--- src/hw/rtl/ecgbd_pkg.sv ---
// ---------------------------------------------------------------------------
// ecgbd_pkg
// shared types, constants and biquad coefficient table of the beat detector
// ---------------------------------------------------------------------------
package ecgbd_pkg;

    // baseline ring, power of two length
    localparam int WINDOW_LEN = 256;
    localparam int RING_AW    = $clog2(WINDOW_LEN);
    localparam int SUM_W      = 12 + RING_AW;

    // biquad cascade, history kept four words per section
    localparam int SECTIONS = 3;
    localparam int SEC_W    = (SECTIONS > 1) ? $clog2(SECTIONS) : 1;
    localparam int ST_DEPTH = 4 * SECTIONS;
    localparam int ST_AW    = $clog2(ST_DEPTH);

    // history slots within a section
    localparam logic [1:0] SLOT_X1 = 2'd0;
    localparam logic [1:0] SLOT_X2 = 2'd1;
    localparam logic [1:0] SLOT_Y1 = 2'd2;
    localparam logic [1:0] SLOT_Y2 = 2'd3;

    // configuration register map
    localparam int CFG_IDX_W  = 3;
    localparam int CFG_DATA_W = 16;
    localparam logic [CFG_IDX_W-1:0] CFG_WINDOW_DECAY    = 3'd0;
    localparam logic [CFG_IDX_W-1:0] CFG_THRESHOLD_DECAY = 3'd1;
    localparam logic [CFG_IDX_W-1:0] CFG_UPPER_FRACTION  = 3'd2;
    localparam logic [CFG_IDX_W-1:0] CFG_LOWER_FRACTION  = 3'd3;
    localparam logic [CFG_IDX_W-1:0] CFG_RATE_MULTIPLIER = 3'd4;

    localparam logic [15:0] RST_WINDOW_DECAY    = 16'd655;
    localparam logic [15:0] RST_THRESHOLD_DECAY = 16'd66;
    localparam logic [15:0] RST_UPPER_FRACTION  = 16'd39322;
    localparam logic [15:0] RST_LOWER_FRACTION  = 16'd26214;
    localparam logic [7:0]  RST_RATE_MULTIPLIER = 8'd6;

    localparam logic signed [31:0] Q30_ONE = 32'sh4000_0000;

    typedef struct packed {
        logic        func;
        logic [11:0] sample;
    } t_in_word;

    typedef struct packed {
        logic signed [31:0] filtered;
        logic signed [31:0] band_min;
        logic signed [31:0] band_max;
        logic               beat_start;
        logic               in_beat;
        logic [15:0]        beats_per_minute;
    } t_out_word;

    typedef struct packed {
        logic acc_en;
        logic acc_clr;
    } t_mac_ctl;

    // term order: b0*x0, b1*x1, b2*x2, -a1*y1, -a2*y2 (feedback terms pre-negated)
    function automatic logic signed [31:0] coef(input logic [2:0] sec,
                                                input logic [2:0] term);
        logic signed [31:0] c;
        c = 32'sd0;
        case (sec)
            3'd0: begin
                case (term)
                    3'd0:    c = 32'sd2403;
                    3'd1:    c = 32'sd4806;
                    3'd2:    c = 32'sd2403;
                    3'd3:    c = 32'sd2122714239;
                    3'd4:    c = -32'sd1049923387;
                    default: c = 32'sd0;
                endcase
            end
            3'd1: begin
                case (term)
                    3'd0:    c = Q30_ONE;
                    3'd2:    c = -Q30_ONE;
                    3'd3:    c = 32'sd2119348316;
                    3'd4:    c = -32'sd1045773850;
                    default: c = 32'sd0;
                endcase
            end
            3'd2: begin
                case (term)
                    3'd0:    c = Q30_ONE;
                    3'd1:    c = 32'sh8000_0000;
                    3'd2:    c = Q30_ONE;
                    3'd3:    c = 32'sd2143215052;
                    3'd4:    c = -32'sd1069503066;
                    default: c = 32'sd0;
                endcase
            end
            default: begin
                // pass-through section
                c = (term == 3'd0) ? Q30_ONE : 32'sd0;
            end
        endcase
        return c;
    endfunction

endpackage

--- src/hw/rtl/ecgbd_mac.sv ---
// ---------------------------------------------------------------------------
// ecgbd_mac
// shared multiplier with registered product and wide accumulator
// ---------------------------------------------------------------------------
module ecgbd_mac (
    input  logic                    i_clk,
    input  logic signed [32:0]      i_a,
    input  logic signed [31:0]      i_b,
    input  ecgbd_pkg::t_mac_ctl     i_ctl,
    output logic signed [64:0]      o_prod,
    output logic signed [67:0]      o_acc
);

    logic signed [64:0] r_prod;
    logic signed [67:0] r_acc;
    logic signed [67:0] n_acc;

    // accumulator adds the product of the previous cycle
    always_comb begin
        n_acc = (i_ctl.acc_clr ? 68'sd0 : r_acc) + 68'(r_prod);
    end

    always_ff @(posedge i_clk) begin
        r_prod <= i_a * i_b;
        if (i_ctl.acc_en) begin
            r_acc <= n_acc;
        end
    end

    assign o_prod = r_prod;
    assign o_acc  = r_acc;

endmodule

--- config.mk ---
export PLATFORM = sky130hd
export DESIGN_NAME = ecgbd_mac
export DESIGN_NICKNAME = d
export VERILOG_FILES = /design/src/hw/rtl/ecgbd_pkg.sv /design/src/hw/rtl/ecgbd_mac.sv
export SDC_FILE = /design/constraint.sdc
export NUM_CORES = 2
export LEC_CHECK = 0
export ABC_AREA = 0
export ABC_CLOCK_PERIOD_IN_PS = 22900
export BUFFER_PORTS_ARGS = -buffer_cell sky130_fd_sc_hd__buf_2
export CORE_ASPECT_RATIO = 0.6
export CORE_MARGIN = 8
export CORE_UTILIZATION = 30
export DETAILED_ROUTE_END_ITERATION = 7
export PLACE_DENSITY_LB_ADDON = 0.08
export SYNTH_ARGS = -nofsm -noshare
export SYNTH_HDL_FRONTEND = slang
export SYNTH_SLANG_ARGS = --single-unit
--- constraint.sdc ---
create_clock -name i_clk -period 22.9 [get_ports i_clk]
set_input_delay 4.58 -clock i_clk [delete_from_list [all_inputs] [get_ports i_clk]]
set_output_delay 4.58 -clock i_clk [all_outputs]
set_load 0.03 [all_outputs]
Word level (Yosys, flattened, before mapping)
Cells that the tools add are included.

Logic and storage cells: 5. Memory bits (read-only): 0. Bits in writable memories: 0. Memories: 0. Bits in latches: 0. Input port bits: 68. Bits in registers: 133.

Mux-type cells: 1. Bitwise gates (word level): 0. Div/mod/pow operators: 0. Shifts and indexed selects: 0. Reductions and logical operators: 0. Multiply operators: 1. Equal/unequal tests: 0. Order comparisons: 0. $add $sub $neg: 1.

Operators by type and width (count): 68-bit by 65-bit adder with 68-bit output (1); 68-bit two-way mux (1); 33-bit by 32-bit multiplier with 65-bit output (1).

Depth between registers and ports, before layout
Word-level depth: 2. Gate-level depth with buffers: 28.

Worst setup path before layout
No wires, ideal clock.

Path kind: in2reg. Start: input i_a[32]. End: register r_prod[63], in the netlist o_prod[63]. Data arrival time: 11615 ps. Stages on the path: 24. Setup time: 72 ps. Setup slack: 11212 ps. Data required time: 22828 ps. Cell sequence: clkbuf_1 > nand2_1 > inv_1 > fa_1 > fa_1 > fa_1 > fa_1 > fa_1 > fa_1 > fa_1 > inv_1 > fa_1 > inv_1 > ha_1 > clkbuf_1 > a21oi_1 > nor2_1 > or4_1 > a2bb2oi_1 > o311ai_2 > nor3_1 > o41a_1 > a221oi_2 > xnor2_1.

Longest elaborated chain between the ends: 1.

Ends and longest elaborated chain: start, declared (line ecgbd_mac.sv:7) `input logic signed [32:0] i_a,`; 33-bit by 32-bit multiplier with 65-bit output (line ecgbd_mac.sv:24) `r_prod <= i_a * i_b;`; end signal, assigned (line ecgbd_mac.sv:24); end, declared (line ecgbd_mac.sv:14) `logic signed [64:0] r_prod;`.

Every way passes these cells. A chain may end at the register's enable or synchronous reset.

Worst setup path in the final report
Start: input i_b[6]. End: register r_prod[64], in the netlist o_prod[64].

Longest elaborated chain between the ends: 1.

Ends and longest elaborated chain: start, declared (line ecgbd_mac.sv:8) `input logic signed [31:0] i_b,`; 33-bit by 32-bit multiplier with 65-bit output (line ecgbd_mac.sv:24).

Every way passes these cells.

==> flow_summary.toml <==
[synth]
yosysSeqAreaShare_pct = 7.50
synth.net_count = 6149
yosysWarnings = 0
synth_ff_type = "edfxtp_1"
synth_edf_count = 68
netlist-cell-type-count = 73
syn_avg_cell_area_um2 = 9.45
ys_ff_latch = 133
async_reset_ff_share_pct = 0
netlist_instances = 4715
synth_area_um2 = 44600

[clock_tree]
cts.root.buffer_cell = "clkbuf_16"
clk_pin_slew_worst_paths_ns = 0.07
clk_latency_ns = 0.46
hold_buffers = 0
clock_sinks = 133
cts_tree = "built"
postCtsSetupBuffers = 0
htreeDepth = 4
cts_buffers = 17
clockBufferDepth = 2
cts_resized = 0

[global_routing]
grt_pass1_wl_mm = 238
antenna_found_initial = 13
first_global_vias = 34962
grt-ovfl-total = 0
grt_max_degree = 69
grt_use_total_pct = 19.6

[drt]
post_drt_wl_per_cell_um = 23.0
drc = 0
drt-pass1-iter-count = 5
antenna_left = 0
vias_per_cell = 4.69
dr_total_vias = 31681
drt_iter0_markers = 2401
wl_mm = 156

[final_layout]
drive_above_1_share_pct = 6.14
fillers = 15491
syn_to_final_growth_pct = 7.97
final_common_cell = "fa_1"
layout_common_cells = "fa_1 (1113), inv_1 (995), nand2_1 (573)"
fin_nets = 6174

[sta]
slew_headroom_pct = 22.4
min_period_ns = 12.68
grt_setup_unrepaired = "no"
tns_ns = 0
setup_viol = 0
hold_violations = 0
finalCritPeriodShare_pct = 55.4
max_freq_mhz = 78.9
tightest_slew_ns = 1.16
finalMaxSlewViolations = 0
finClkSkew_ns = 0.0181

[setup_path]
crit_path_max_fanout = 23
critPathLaunchType = "input port"
endpoint_kind = "flip-flop"
worst_ep_required_time_ns = 23.23
path_class = "input port to flip-flop"
cp.arrival_ns = 13.01

[hold_path]
hold_class = "flip-flop to flip-flop"

[placement]
gp_congestion = 0.843
hpwl_mm = 121
numPortBuffers = 200

[floorplan]
ioPinCount = 201
die_area_um2 = 162000
core_area_um2 = 147000
start_util_pct = 30.2
die_x_um = 514
core.rowCount = 109
die_y_um = 315

[run_status]
outcome = "finished, final reports clean"

[flow_run]
cap_violations = 0
logic make-up (layout without fill, tap and decap cells):
group                      count (synthesis)  count (layout)  synth area share [%]
adders and majority gates               1366            1366                  57.1
muxes                                      1               1                0.0225
xor gates and xnor gates                 136             136                  2.67
buffers and inverters                   1242            1279                  10.5
other                                      0               4                     0
DFF                                      133             133                  7.50
AOI/OAI and AO/OA                        435             435                  6.32
and+or+nand+nor                         1402            1402                  15.9
per-layer routing:
| layer | share of wire (%) | track usage (%) | vias to the layer above | wire length [um] |
|---|---|---|---|---|
| li1 | - | - | 14101 | - |
| met1 | 50 | 30.2 | 16641 | 78000 |
| met2 | 43 | 30.1 | 872 | 67200 |
| met3 | 5.5 | 2.67 | 67 | 8570 |
| met4 | 1.1 | 2.14 | 0 | 1710 |
| met5 | 0 | 0 | - | 0 |
through the flow:
step	worst slack (ns)	hold WS, ns	instances	cell area, um^2	util (%)
after floorplan	11.21	0.769	4715	44600	-
after global placement	9.86	0.619	6719	47500	32.2
after detailed placement	9.84	0.631	6719	47500	32.2
after CTS	10.33	0.647	6750	48100	32.6
after global routing	9.86	0.656	6752	48100	32.6
final	10.22	0.609	6754	48100	32.6
final timing paths:
check                               start          to  slack (ns)  cells after the start
worst max-delay path               i_b[6]  o_prod[64]       10.22                     25
worst min-delay path            o_prod[0]    o_acc[0]        0.61                      1
worst max register to register  o_acc[30]   o_acc[61]       18.34                     12
worst min register to register  o_prod[0]    o_acc[0]        0.61                      1
cells in the mapped netlist (6+ instances only):
master,n,area (um^2)
fa_1,1113,22300
a211oi_1,14,105
o211ai_1,12,90.1
a21oi_1,146,731
xnor2_1,94,823
nand2b_1,15,93.8
ha_1,253,3170
a31oi_1,13,81.3
nand3_1,34,170
o21bai_1,24,180
and2_1,531,3320
o21ai_0,63,315
inv_1,995,3730
o221ai_1,6,52.6
clkbuf_1,243,912
nor3_1,9,45.0
a21o_1,73,548
dfxtp_1,65,1300
nor2_1,84,315
o21a_1,13,97.6
o21ai_1,8,40.0
nand4_1,30,188
o31ai_1,11,82.6
edfxtp_1,68,2040
nor2b_1,84,526
xor2_1,42,368
nand2_1,573,2150
and3_1,20,125
critical path, stage by stage:
cell      delay, ns
buf_2          0.50
buf_4          0.36
nand2_1        0.13
inv_1          0.11
fa_1           0.42
inv_1          0.26
fa_1           0.47
inv_1          0.09
fa_1           0.46
fa_1           0.51
fa_1           0.51
fa_1           0.60
fa_1           0.45
fa_1           0.48
ha_1           0.49
nand4_1        0.22
nor2_1         0.22
and3_1         0.21
nor4bb_1       0.60
o31ai_1        0.37
o221ai_1       0.29
a21oi_1        0.15
o21ai_1        0.25
a21oi_1        0.13
xnor2_1        0.14
state kept, by name (all words and copies together) (netlist names):
signal,cells
o_acc,68
o_prod,65
final cells by class:
type                            count  area [um^2]  area share (%)
Clock inverter                     11         87.6           0.182
Inverter                          996         3740            7.77
Antenna cell                        4         10.0          0.0208
Timing Repair Buffer              252         1390            2.89
Multi-Input combinational cell   3340        36600            76.0
Tap cell                         1998         2500            5.20
Sequential cell                   133         3340            6.95
Clock buffer                       20          489            1.02
Power is not shown: default switching activity piles up to over one toggle a cycle in this logic, so the estimate is an artifact.
