$ cat src/hw/rtl/ecgbd_ram.sv
// ---------------------------------------------------------------------------
// ecgbd_ram
// generic simple dual port ram, one write and one registered read per cycle
// ---------------------------------------------------------------------------
module ecgbd_ram #(
    parameter int W = 32,
    parameter int D = 16
) (
    input  logic                 i_clk,
    input  logic                 i_we,
    input  logic [$clog2(D)-1:0] i_waddr,
    input  logic [W-1:0]         i_wdata,
    input  logic [$clog2(D)-1:0] i_raddr,
    output logic [W-1:0]         o_rdata
);

    logic [W-1:0] r_mem [D];
    logic [W-1:0] r_rdata;

    always_ff @(posedge i_clk) begin
        if (i_we) begin
            r_mem[i_waddr] <= i_wdata;
        end
        r_rdata <= r_mem[i_raddr];
    end

    assign o_rdata = r_rdata;

endmodule

$ cat config.mk
export PLATFORM = sky130hd
export DESIGN_NAME = ecgbd_ram
export DESIGN_NICKNAME = d
export VERILOG_FILES = /design/src/hw/rtl/ecgbd_ram.sv
export SDC_FILE = /design/constraint.sdc
export NUM_CORES = 1
export LEC_CHECK = 0
export ABC_AREA = 1
export ABC_CLOCK_PERIOD_IN_PS = 3900
export BUFFER_PORTS_ARGS = -buffer_cell sky130_fd_sc_hd__buf_2
export CORE_MARGIN = 2
export CORE_UTILIZATION = 45
export DETAILED_ROUTE_END_ITERATION = 7
export SLEW_MARGIN = 20
export SYNTH_ARGS = -nofsm -noshare
export SYNTH_HDL_FRONTEND = slang
export SYNTH_SLANG_ARGS = --single-unit
export TNS_END_PERCENT = 1
$ cat constraint.sdc
create_clock -name i_clk -period 3.9 [get_ports i_clk]
set_input_delay 0.975 -clock i_clk [delete_from_list [all_inputs] [get_ports i_clk]]
set_output_delay 0.975 -clock i_clk [all_outputs]
set_load 0.02 [all_outputs]
# After elaboration in Yosys (flattened, before gate mapping)
# Memory sizes are Yosys's and may differ from the RTL's. A register that Yosys moved wholly into a read port is not among the register bits.
# Index checks and enable logic that the tools add are counted.
word_totals:
  latch_bits: 0
  romBits: 0
  ff_bits: 0
  memories: 1
  out_inout_bits: 32
  mem_bits_rw: 512
mem_list:
  columns: ["memory", "depth", "word_bits", "rd", "rd_ports_with_merged_regs", "wr", "line_no", "source"]
  rows:
  - ["r_mem", 16, 32, 1, 1, 1, "17", "logic [W-1:0] r_mem [D];"]
op_classes:
  bitwise_logic: 0
  n_addsub: 0
  mul: 0
  n_eq_ne: 0
  n_mux: 2
  reduce_logical: 0
  n_lt_le_gt_ge: 0
  shift: 0
  div_mod_pow: 0
ops:
  columns: ["operator", "n"]
  rows:
  - ["$mux W1", 2]

# Logic depth before layout (Yosys ltp)
# Gate-level depths: netlist of run 1.
depth:
  ltp_word: 2
  mapped_depth: 10

# Least setup slack after synthesis of run 1
# OpenSTA, ideal clock, no wires.
synth_timing:
  kind: "input-to-reg"
  startpoint: "input port i_waddr[2]"
  endpoint: "memory r_mem[10][0], enable pin"
  setup_time_ns: 0.421
  path_slack_ns: 0.932
  arrival_time_ns: 2.547
  cell_stages: 2
  t_required_ns: 3.479
  cell_sequence: "nand3b_1 > nor2_1"
synth_rtl:
  columns: ["element", "line_no", "source"]
  rows:
  - ["from (decl)", "11", "input logic [$clog2(D)-1:0] i_waddr,"]
  - ["to (decl)", "17", null]
# Straight into the memory's write port.

# Final worst setup path of run 1
layout_timing:
  startpoint: "input port i_waddr[2]"
  endpoint: "memory r_mem[9][0], enable pin"
# Straight into the memory's write port.

==> impl_metrics.toml, run 1 <==
[synthesis]
ys.warnings.count = 0
netlist-cell-type-count = 15
ys_seq_elements = 544
synth.area.top_cells = "edfxtp_1 (68%), nand2_1 (11%), nand3_1 (8.5%)"
synth_fp_nets = 2162
synth_cells = 2120
synth.largest_area_cell = "edfxtp_1"
yosysSeqAreaShare_pct = 70.46
synth.avg_cell_area_um2 = 10.72
syn-cell-area_um2 = 22730
yosys.area.top_type_share_pct = 67.64

[worst_setup_path]
crit_fanout = 25
startpoint_type = "input port"
crit_type = "input port to register"
worst_ep_required_time_ps = 4210
endpoint_kind = "register"
crit_arrival_ps = 2590

[global_route]
grt_start_max_net_pins = 161
antenna_found_initial = 4
overflow = 0
grt.total_usage_pct = 21.02
grt_pass1_wl_um = 84120
first_global_vias = 14215

[run_status]
status = "finished clean"

[cts]
cts_sinks = 544
postCtsSetupRepairBufs = 0
cts_root_buf = "clkbuf_16"
clk_latency_ps = 610
cts-htree-levels = 2
clkTransAtPathRegs_ps = 60
cts_max_path_buffers = 3
cts_made_buffers = 54
cts_hold_buf = 0
cts_tree = "done"
cts_resized = 0

[detailed_routing]
wire_per_inst_um = 18.73
via_count = 14431
ant_nets = 0
viasPerCell = 4.985
drt_iter0_drc = 1111
routed_wl_um = 54220
drc = 0
dr.pass1.iters = 5

[sta]
rsz0062_at_grt = "false"
fmax_mhz = 438.4
fin_crit_sh_pct = 58.48
final_hold_viol_count = 0
min_period_ps = 2281
slew_viol_final = 0
worst_clock_skew_ps = 18.09
slew_headroom_pct = 38.30
tns_ps = 0
setup_viol = 0
worst_pin_slew_ps = 923.3

[placement]
place_hpwl_um = 30980
io_buffers = 73
gp_congestion = 0.7932
placed_area_um2 = 23840

[floorplanning]
row_count = 82
die_x_um = 228.8
die-area_um2 = 52330
die_height_um = 228.8
start_util_pct = 45.49
floorplan.core_area_um2 = 49970
ioPinCount = 74

[final_layout]
final_core_util_pct = 51.11
layout_common_cells = "nand2_1 (677), edfxtp_1 (512), inv_1 (386)"
layout_commonest_cell = "nand2_1"
final_cell_area_um2 = 25540
finalNetCount = 2223
fillCellCount = 4449
syn2layout_area_growth_pct = 12.35
drive_gt1_share_pct = 9.271

[pwr]
ir_drop_uv = 316.6
p_per_area_nw_per_um2 = 486.1
power.leakage_nw = 10.83

[run]
cap_violations = 0

[worst_hold_path]
min-delay-path-class = "register to register"
==> metrics by stage <==
stage / power (W) / setup WS [ps] / hold WS [ps] / instances
detailed placement: 0.007518 / 1010 / 645.6 / 2797
floorplan: 0.007185 / 932.3 / 607.4 / 2120
global placement: 0.007506 / 1005 / 637.2 / 2795
global route: 0.01283 / 1555 / 717.4 / 2895
CTS: 0.01252 / 1653 / 660.5 / 2894
finish: 0.01241 / 1619 / 651.4 / 2895
==> flip-flops by register name (all words and copies together) (netlist names) <==
name     cells
o_rdata     32
r_mem      512
==> Yosys cell counts <==
cell	n
nand2_1	677
nand3_1	385
dfxtp_1	32
buf_12	1
inv_4	1
edfxtp_1	512
inv_2	1
buf_1	14
buf_6	29
buf_2	41
inv_1	388
buf_4	6
nor2_1	17
clkbuf_1	14
nand3b_1	2
==> area by class of cell <==
class	count	area (um^2)	area share, %
Timing Repair Buffer	110	844.6	3.307
Multi-Input combinational cell	1081	4667	18.28
Tap cell	672	840.8	3.293
Antenna cell	1	2.502	0.009799
Clock buffer	72	1470	5.757
Sequential cell	544	16020	62.71
Clock inverter	25	225.2	0.8819
Inverter	390	1471	5.762
==> where the power goes <==
group	internal (W)	switching, W
logic	0.000217	0.000592
clock network	0.00290	0.00213
registers	0.00654	0.0000417
total	0.00965	0.00277
==> layer usage <==
metal / global-route usage, % / vias up / routed length, um
li1: - / 6959 / -
met1: 28.87 / 6996 / 24030
met2: 34.01 / 373 / 25550
met3: 3.792 / 97 / 3264
met4: 6.801 / 6 / 1341
met5: 0 / - / 38
==> worst paths after layout <==
check	startpoint	endpoint	slack (ps)	cells past startpoint
setup / recovery	i_waddr[2]	r_mem[9][0]$_DFFE_PP_	1620	4
hold / removal	r_mem[10][14]$_DFFE_PP_	o_rdata[14]$_DFF_P_	650	6
setup reg to reg	r_mem[3][10]$_DFFE_PP_	o_rdata[10]$_DFF_P_	2760	6
hold reg to reg	r_mem[10][14]$_DFFE_PP_	o_rdata[14]$_DFF_P_	650	6
==> kinds of logic after synthesis <==
group	Yosys count	share of synthesized area, %
buffers and inverters	495	9.539
AND/OR/NAND/NOR	1081	20.00
flip-flops	544	70.46
==> worst max-delay path: stages <==
cell and delay [ps]:
buf_2 120, nand3b_1 370, nor2_4 810, buf_4 300
(Power assumes the default switching activity.)
==> inputs of run 2 (changes only) <==
--- a/config.mk
+++ b/config.mk
@@ -6,7 +6,7 @@
 export NUM_CORES = 1
 export LEC_CHECK = 0
 export ABC_AREA = 1
-export ABC_CLOCK_PERIOD_IN_PS = 3900
+export ABC_CLOCK_PERIOD_IN_PS = 2200
 export BUFFER_PORTS_ARGS = -buffer_cell sky130_fd_sc_hd__buf_2
 export CORE_MARGIN = 2
 export CORE_UTILIZATION = 45
==> constraint.sdc (replaced) <==
create_clock -name i_clk -period 2.2 [get_ports i_clk]
set_input_delay 0.55 -clock i_clk [delete_from_list [all_inputs] [get_ports i_clk]]
set_output_delay 0.55 -clock i_clk [all_outputs]
set_load 0.02 [all_outputs]
==> run 2 against run 1 <==
  * First-iteration DRC count rose by 6.8%
  * Global-route usage fell by 0.096 points
  * Clock power rose by 79%
  * Combinational power rose by 83%
  * Setup slack got worse by 1200 ps
  * Non-clock buffer count rose by 18
  * Die area did not move
  * Critical endpoint is now o_rdata[13]
  * Flip-flop and latch count did not move
  * Largest cell class unchanged
  * Worst hold slack got worse by 320 ps
==> impl_metrics.toml, run 2 (synthesis gave the netlist of run 1 again) <==
[run_status]
status = "finished clean"

[floorplanning]
row_count = 82
die-area_um2 = 52330
die_x_um = 228.8
floorplan.core_area_um2 = 49970
ioPinCount = 74
start_util_pct = 45.49
die_height_um = 228.8

[detailed_routing]
via_count = 14510
wire_per_inst_um = 18.65
drc = 0
drt_iter0_drc = 1186
routed_wl_um = 54430
dr.pass1.iters = 5
viasPerCell = 4.973
ant_nets = 0

[sta]
worst_pin_slew_ps = 589.5
min_period_ps = 1790
setup_viol = 0
worst_clock_skew_ps = 31.63
rsz0062_at_grt = "false"
slew_headroom_pct = 60.60
final_hold_viol_count = 0
fin_crit_sh_pct = 81.35
slew_viol_final = 0
fmax_mhz = 558.7

[cts]
cts_root_buf = "clkbuf_16"
cts_made_buffers = 56
cts_tree = "done"
cts_sinks = 544
cts_max_path_buffers = 3
clk_latency_ps = 610
cts_hold_buf = 0
postCtsSetupRepairBufs = 0
cts_resized = 0
clkTransAtPathRegs_ps = 60
cts-htree-levels = 2

[final_layout]
finalNetCount = 2243
syn2layout_area_growth_pct = 14.06
final_cell_area_um2 = 25930
layout_commonest_cell = "nand2_1"
layout_common_cells = "nand2_1 (677), edfxtp_1 (512), inv_1 (386)"
largest_register_ffs = 512
final_core_util_pct = 51.89
regMostFlops = "r_mem"
fillCellCount = 4356
stdcell_count = 2918
drive_gt1_share_pct = 9.978

[global_route]
grt_pass1_wl_um = 83470
first_global_vias = 13954
overflow = 0
antenna_found_initial = 2
grt.total_usage_pct = 20.92
grt_start_max_net_pins = 79

[pwr]
pwr-share-comb_pct = 6.7
power.leakage_nw = 11.01
clkPwrFrac_pct = 40.7
p_sw_share_pct = 22.37
intPower_w = 0.01720
power_switching_w = 0.004955
p_per_area_nw_per_um2 = 854.5
ir_drop_uv = 590.4
seqPwrFrac_pct = 52.6

[worst_setup_path]
crit_family = "flip-flops"
critPathBufInv = 1
crit_fanout = 1
cpPeakStageDelay_ps = 430
slowest_stage = "dfxtp_1"
crit_type = "register to output pin"
startpoint_type = "register"
crit_chain = "buf_2"
endpoint_kind = "output pin"
crit_arrival_ps = 1240
worst_ep_required_time_ps = 1650

[placement]
placed_area_um2 = 24180
io_buffers = 73
gp_congestion = 0.8000
place_hpwl_um = 31040
placed_cells = 2815

[worst_hold_path]
min-delay-path-class = "input port to register"

[run]
cap_violations = 0
run 2: changes by cell type in the layout (fill, tap and decap cells not counted), sizes merged:
cell	previous run	this run
buf	109	127
clkbuf	73	78
bufinv	4	3
clkinv	18	19
inv	391	392
clkinvlp	2	1
run 2: layout make-up:
class	count	area, um^2	area share [%]
clock inverter	25	209.0	0.8059
inverter	390	1471	5.675
sequential	544	16020	61.77
timing repair buffer	128	1190	4.590
clock buffer	77	1530	5.902
multi-input combinational	1081	4667	18.00
antenna	1	2.502	0.009652
tap	672	840.8	3.243
run 2: power by group through the flow:
stage                     Sequential, W  Clock [W]  Combinational, W
after floorplan                  0.0119          0          0.000790
after global placement           0.0119          0           0.00148
after detailed placement         0.0119          0           0.00149
after CTS                        0.0117    0.00919           0.00150
after global routing             0.0117    0.00960           0.00163
final                            0.0117    0.00902           0.00148
run 2: routing by layer:
| metal | GRT usage [%] | vias up | part of all wire (%) |
|---|---|---|---|
| li1 | - | 7008 | - |
| met1 | 29.27 | 6996 | 45 |
| met2 | 34.15 | 422 | 47 |
| met3 | 3.481 | 80 | 5.7 |
| met4 | 5.372 | 4 | 1.9 |
| met5 | 0 | - | 0.044 |
run 2: worst paths after layout:
path                           startpoint                       to  slack (ps)  cells after the start
setup / recovery      o_rdata[13]$_DFF_P_              o_rdata[13]         410                      1
hold / removal                i_wdata[13]  r_mem[15][13]$_DFFE_PP_         330                      1
setup reg to reg  r_mem[15][31]$_DFFE_PP_      o_rdata[31]$_DFF_P_        1100                      6
hold reg to reg   r_mem[11][20]$_DFFE_PP_      o_rdata[20]$_DFF_P_         650                      6
run 2: per-stage QoR:
stage	setup WS, ps	power [W]	hold slack [ps]	setup TNS, ps
4_1_cts	337.7	0.02235	294.9	0
2_1_floorplan	-342.7	0.01274	607.4	-164000
3_5_place_dp	168.3	0.01336	641.6	0
6_report	410.2	0.02215	326.6	0
3_3_place_gp	176.3	0.01335	639.8	0
5_1_grt	351.4	0.02290	321.1	0
==> inputs of run 3 (changes only) <==
--- a/config.mk
+++ b/config.mk
@@ -5,8 +5,8 @@
 export SDC_FILE = /design/constraint.sdc
 export NUM_CORES = 1
 export LEC_CHECK = 0
-export ABC_AREA = 1
-export ABC_CLOCK_PERIOD_IN_PS = 2200
+export ABC_AREA = 0
+export ABC_CLOCK_PERIOD_IN_PS = 1810
 export BUFFER_PORTS_ARGS = -buffer_cell sky130_fd_sc_hd__buf_2
 export CORE_MARGIN = 2
 export CORE_UTILIZATION = 45
==> constraint.sdc (replaced) <==
create_clock -name i_clk -period 1.81 [get_ports i_clk]
set_input_delay 0.4525 -clock i_clk [delete_from_list [all_inputs] [get_ports i_clk]]
set_output_delay 0.4525 -clock i_clk [all_outputs]
set_load 0.02 [all_outputs]
==> run 3 against run 2 <==
  * Combinational power about the same
  * Worst hold slack got worse by 100 ps
  * Sequential power increased by 21%
  * Synthesized cell count decreased by 60%
  * Critical endpoint is now o_rdata[20]
==> impl_metrics.toml, run 3 <==
[worst_setup_path]
startpoint_type = "register"
critPathBufInv = 1
crit_family = "flip-flops"
crit_arrival_ps = 1250
slowest_stage = "dfxtp_1"
cpPeakStageDelay_ps = 430
worst_ep_required_time_ps = 1360
crit_type = "register to output pin"
crit_chain = "buf_2"
crit_fanout = 1
endpoint_kind = "output pin"

[synthesis]
yosysSeqAreaShare_pct = 80.67
synth.largest_area_cell = "edfxtp_1"
ys_seq_elements = 544
ys.warnings.count = 0
postSynth.asyncResetShare_pct = 0
synth.area.top_cells = "edfxtp_1 (77%), mux4_2 (15%), dfxtp_1 (3.2%)"
synth_fp_nets = 880
synth_cells = 838
yosysMostFrequentCell = "edfxtp_1"
synth-edff-count = 512
synth.avg_cell_area_um2 = 23.69
syn-cell-area_um2 = 19850
yosys.area.top_type_share_pct = 77.44
ys.flop_type = "edfxtp_1"
netlist-cell-type-count = 18
synth_commonest_cells = "edfxtp_1 (512), mux4_2 (128), a22oi_1 (64)"

[detailed_routing]
via_count = 9083
drc = 0
ant_nets = 0
wire_per_inst_um = 25.21
viasPerCell = 5.555
dr.pass1.iters = 5
drt_iter0_drc = 897
routed_wl_um = 41220

[cts]
cts_root_buf = "clkbuf_16"
cts_tree = "done"
cts-htree-levels = 2
clkTransAtPathRegs_ps = 60
cts_made_buffers = 53
cts_sinks = 544
clk_latency_ps = 600
cts_hold_buf = 0
cts_resized = 0
cts_max_path_buffers = 3
postCtsSetupRepairBufs = 0

[global_route]
antenna_found_initial = 4
overflow = 0
grt.total_usage_pct = 18.32
grt_pass1_wl_um = 61960
first_global_vias = 9696
grt_start_max_net_pins = 46

[run]
cap_violations = 0

[sta]
final_hold_viol_count = 0
min_period_ps = 1699
worst_pin_slew_ps = 560.3
rsz0062_at_grt = "false"
worst_clock_skew_ps = 20.27
slew_headroom_pct = 62.64
tns_ps = 0
fmax_mhz = 588.6
setup_viol = 0
slew_viol_final = 0
fin_crit_sh_pct = 93.87

[floorplanning]
floorplan.core_area_um2 = 43270
die_height_um = 214.0
row_count = 76
die_x_um = 214.0
die-area_um2 = 45820
start_util_pct = 45.89
ioPinCount = 74

[placement]
place_hpwl_um = 23500
gp_congestion = 0.7089
placed_cells = 1535
io_buffers = 73
placed_area_um2 = 22050

[run_status]
status = "finished clean"

[pwr]
p_total_w = 0.02660
p_per_area_nw_per_um2 = 1118
power.leakage_nw = 7.749
ir_drop_uv = 632.9

[final_layout]
largest_register_ffs = 512
syn2layout_area_growth_pct = 19.88
layout_commonest_cell = "edfxtp_1"
drive_gt1_share_pct = 36.03
finalNetCount = 1047
stdcell_count = 1635
layout_common_cells = "edfxtp_1 (512), mux4_2 (128), buf_2 (71)"
final_cell_area_um2 = 23800
final_core_util_pct = 55.01
regMostFlops = "r_mem"

[worst_hold_path]
min-delay-path-class = "input port to register"
==> run 3: cell types whose count changed after synthesis, moves of 2 or more <==
| cell | previous run | this run |
|---|---|---|
| mux4_2 | 0 | 128 |
| buf_4 | 6 | 11 |
| nor2b_1 | 0 | 2 |
| a22oi_1 | 0 | 64 |
| nor2_1 | 17 | 13 |
| buf_6 | 29 | 2 |
| nand2b_1 | 0 | 2 |
| buf_1 | 14 | 9 |
| nand2_1 | 677 | 33 |
| nand3_1 | 385 | 1 |
| nor3_1 | 0 | 4 |
| buf_2 | 41 | 4 |
| clkbuf_1 | 14 | 17 |
| inv_1 | 388 | 0 |
==> run 3: per-layer routing <==
layer	global-route usage [%]	routed length, um	share of wire [%]
met1	27.27	18780	46
met2	28.26	19300	47
met3	3.333	2321	5.6
met4	4.848	793	1.9
met5	0	21	0.051
==> run 3: layout make-up <==
type,instances,area [um^2]
fill,3236,19460
sequential,544,16020
multi-input combinational,251,3777
timing repair buffer,155,1521
clock buffer,83,1519
tap,585,732.0
clock inverter,16,234.0
antenna,1,2.502
==> run 3: final timing paths <==
check	endpoint	slack, ps	cells past startpoint	from
min	r_mem[8][14]$_DFFE_PP_	220	1	i_wdata[14]
min reg2reg	o_rdata[6]$_DFF_P_	670	3	r_mem[14][6]$_DFFE_PP_
max reg2reg	o_rdata[5]$_DFF_P_	460	3	r_mem[2][5]$_DFFE_PP_
max	o_rdata[20]	110	1	o_rdata[20]$_DFF_P_
==> run 3: logic make-up (layout without fill, tap and decap cells) <==
group	Yosys count	in the layout	synth area share, %
AO/OA/AOI/OAI	64	64	2.420
buffers and inverters	43	254	1.122
flip-flops	544	544	80.67
multiplexers	128	128	14.52
other	0	1	0
AND/OR/NAND/NOR	59	59	1.273
==> run 3: per-stage QoR <==
step	hold slack [ps]	setup WS, ps
2_1_floorplan	551.4	-351.7
3_3_place_gp	649.1	-119.5
3_5_place_dp	656.0	-142.0
4_1_cts	201.2	102.2
5_1_grt	227.4	80.76
6_report	224.5	111.0
==> run 3: power breakdown <==
group	internal, W	switching (W)	leakage (nW)
sequential	0.0141	0.0000923	4.89
clock	0.00649	0.00448	0.847
combinational	0.000640	0.000821	2.01
total	0.0212	0.00539	7.75
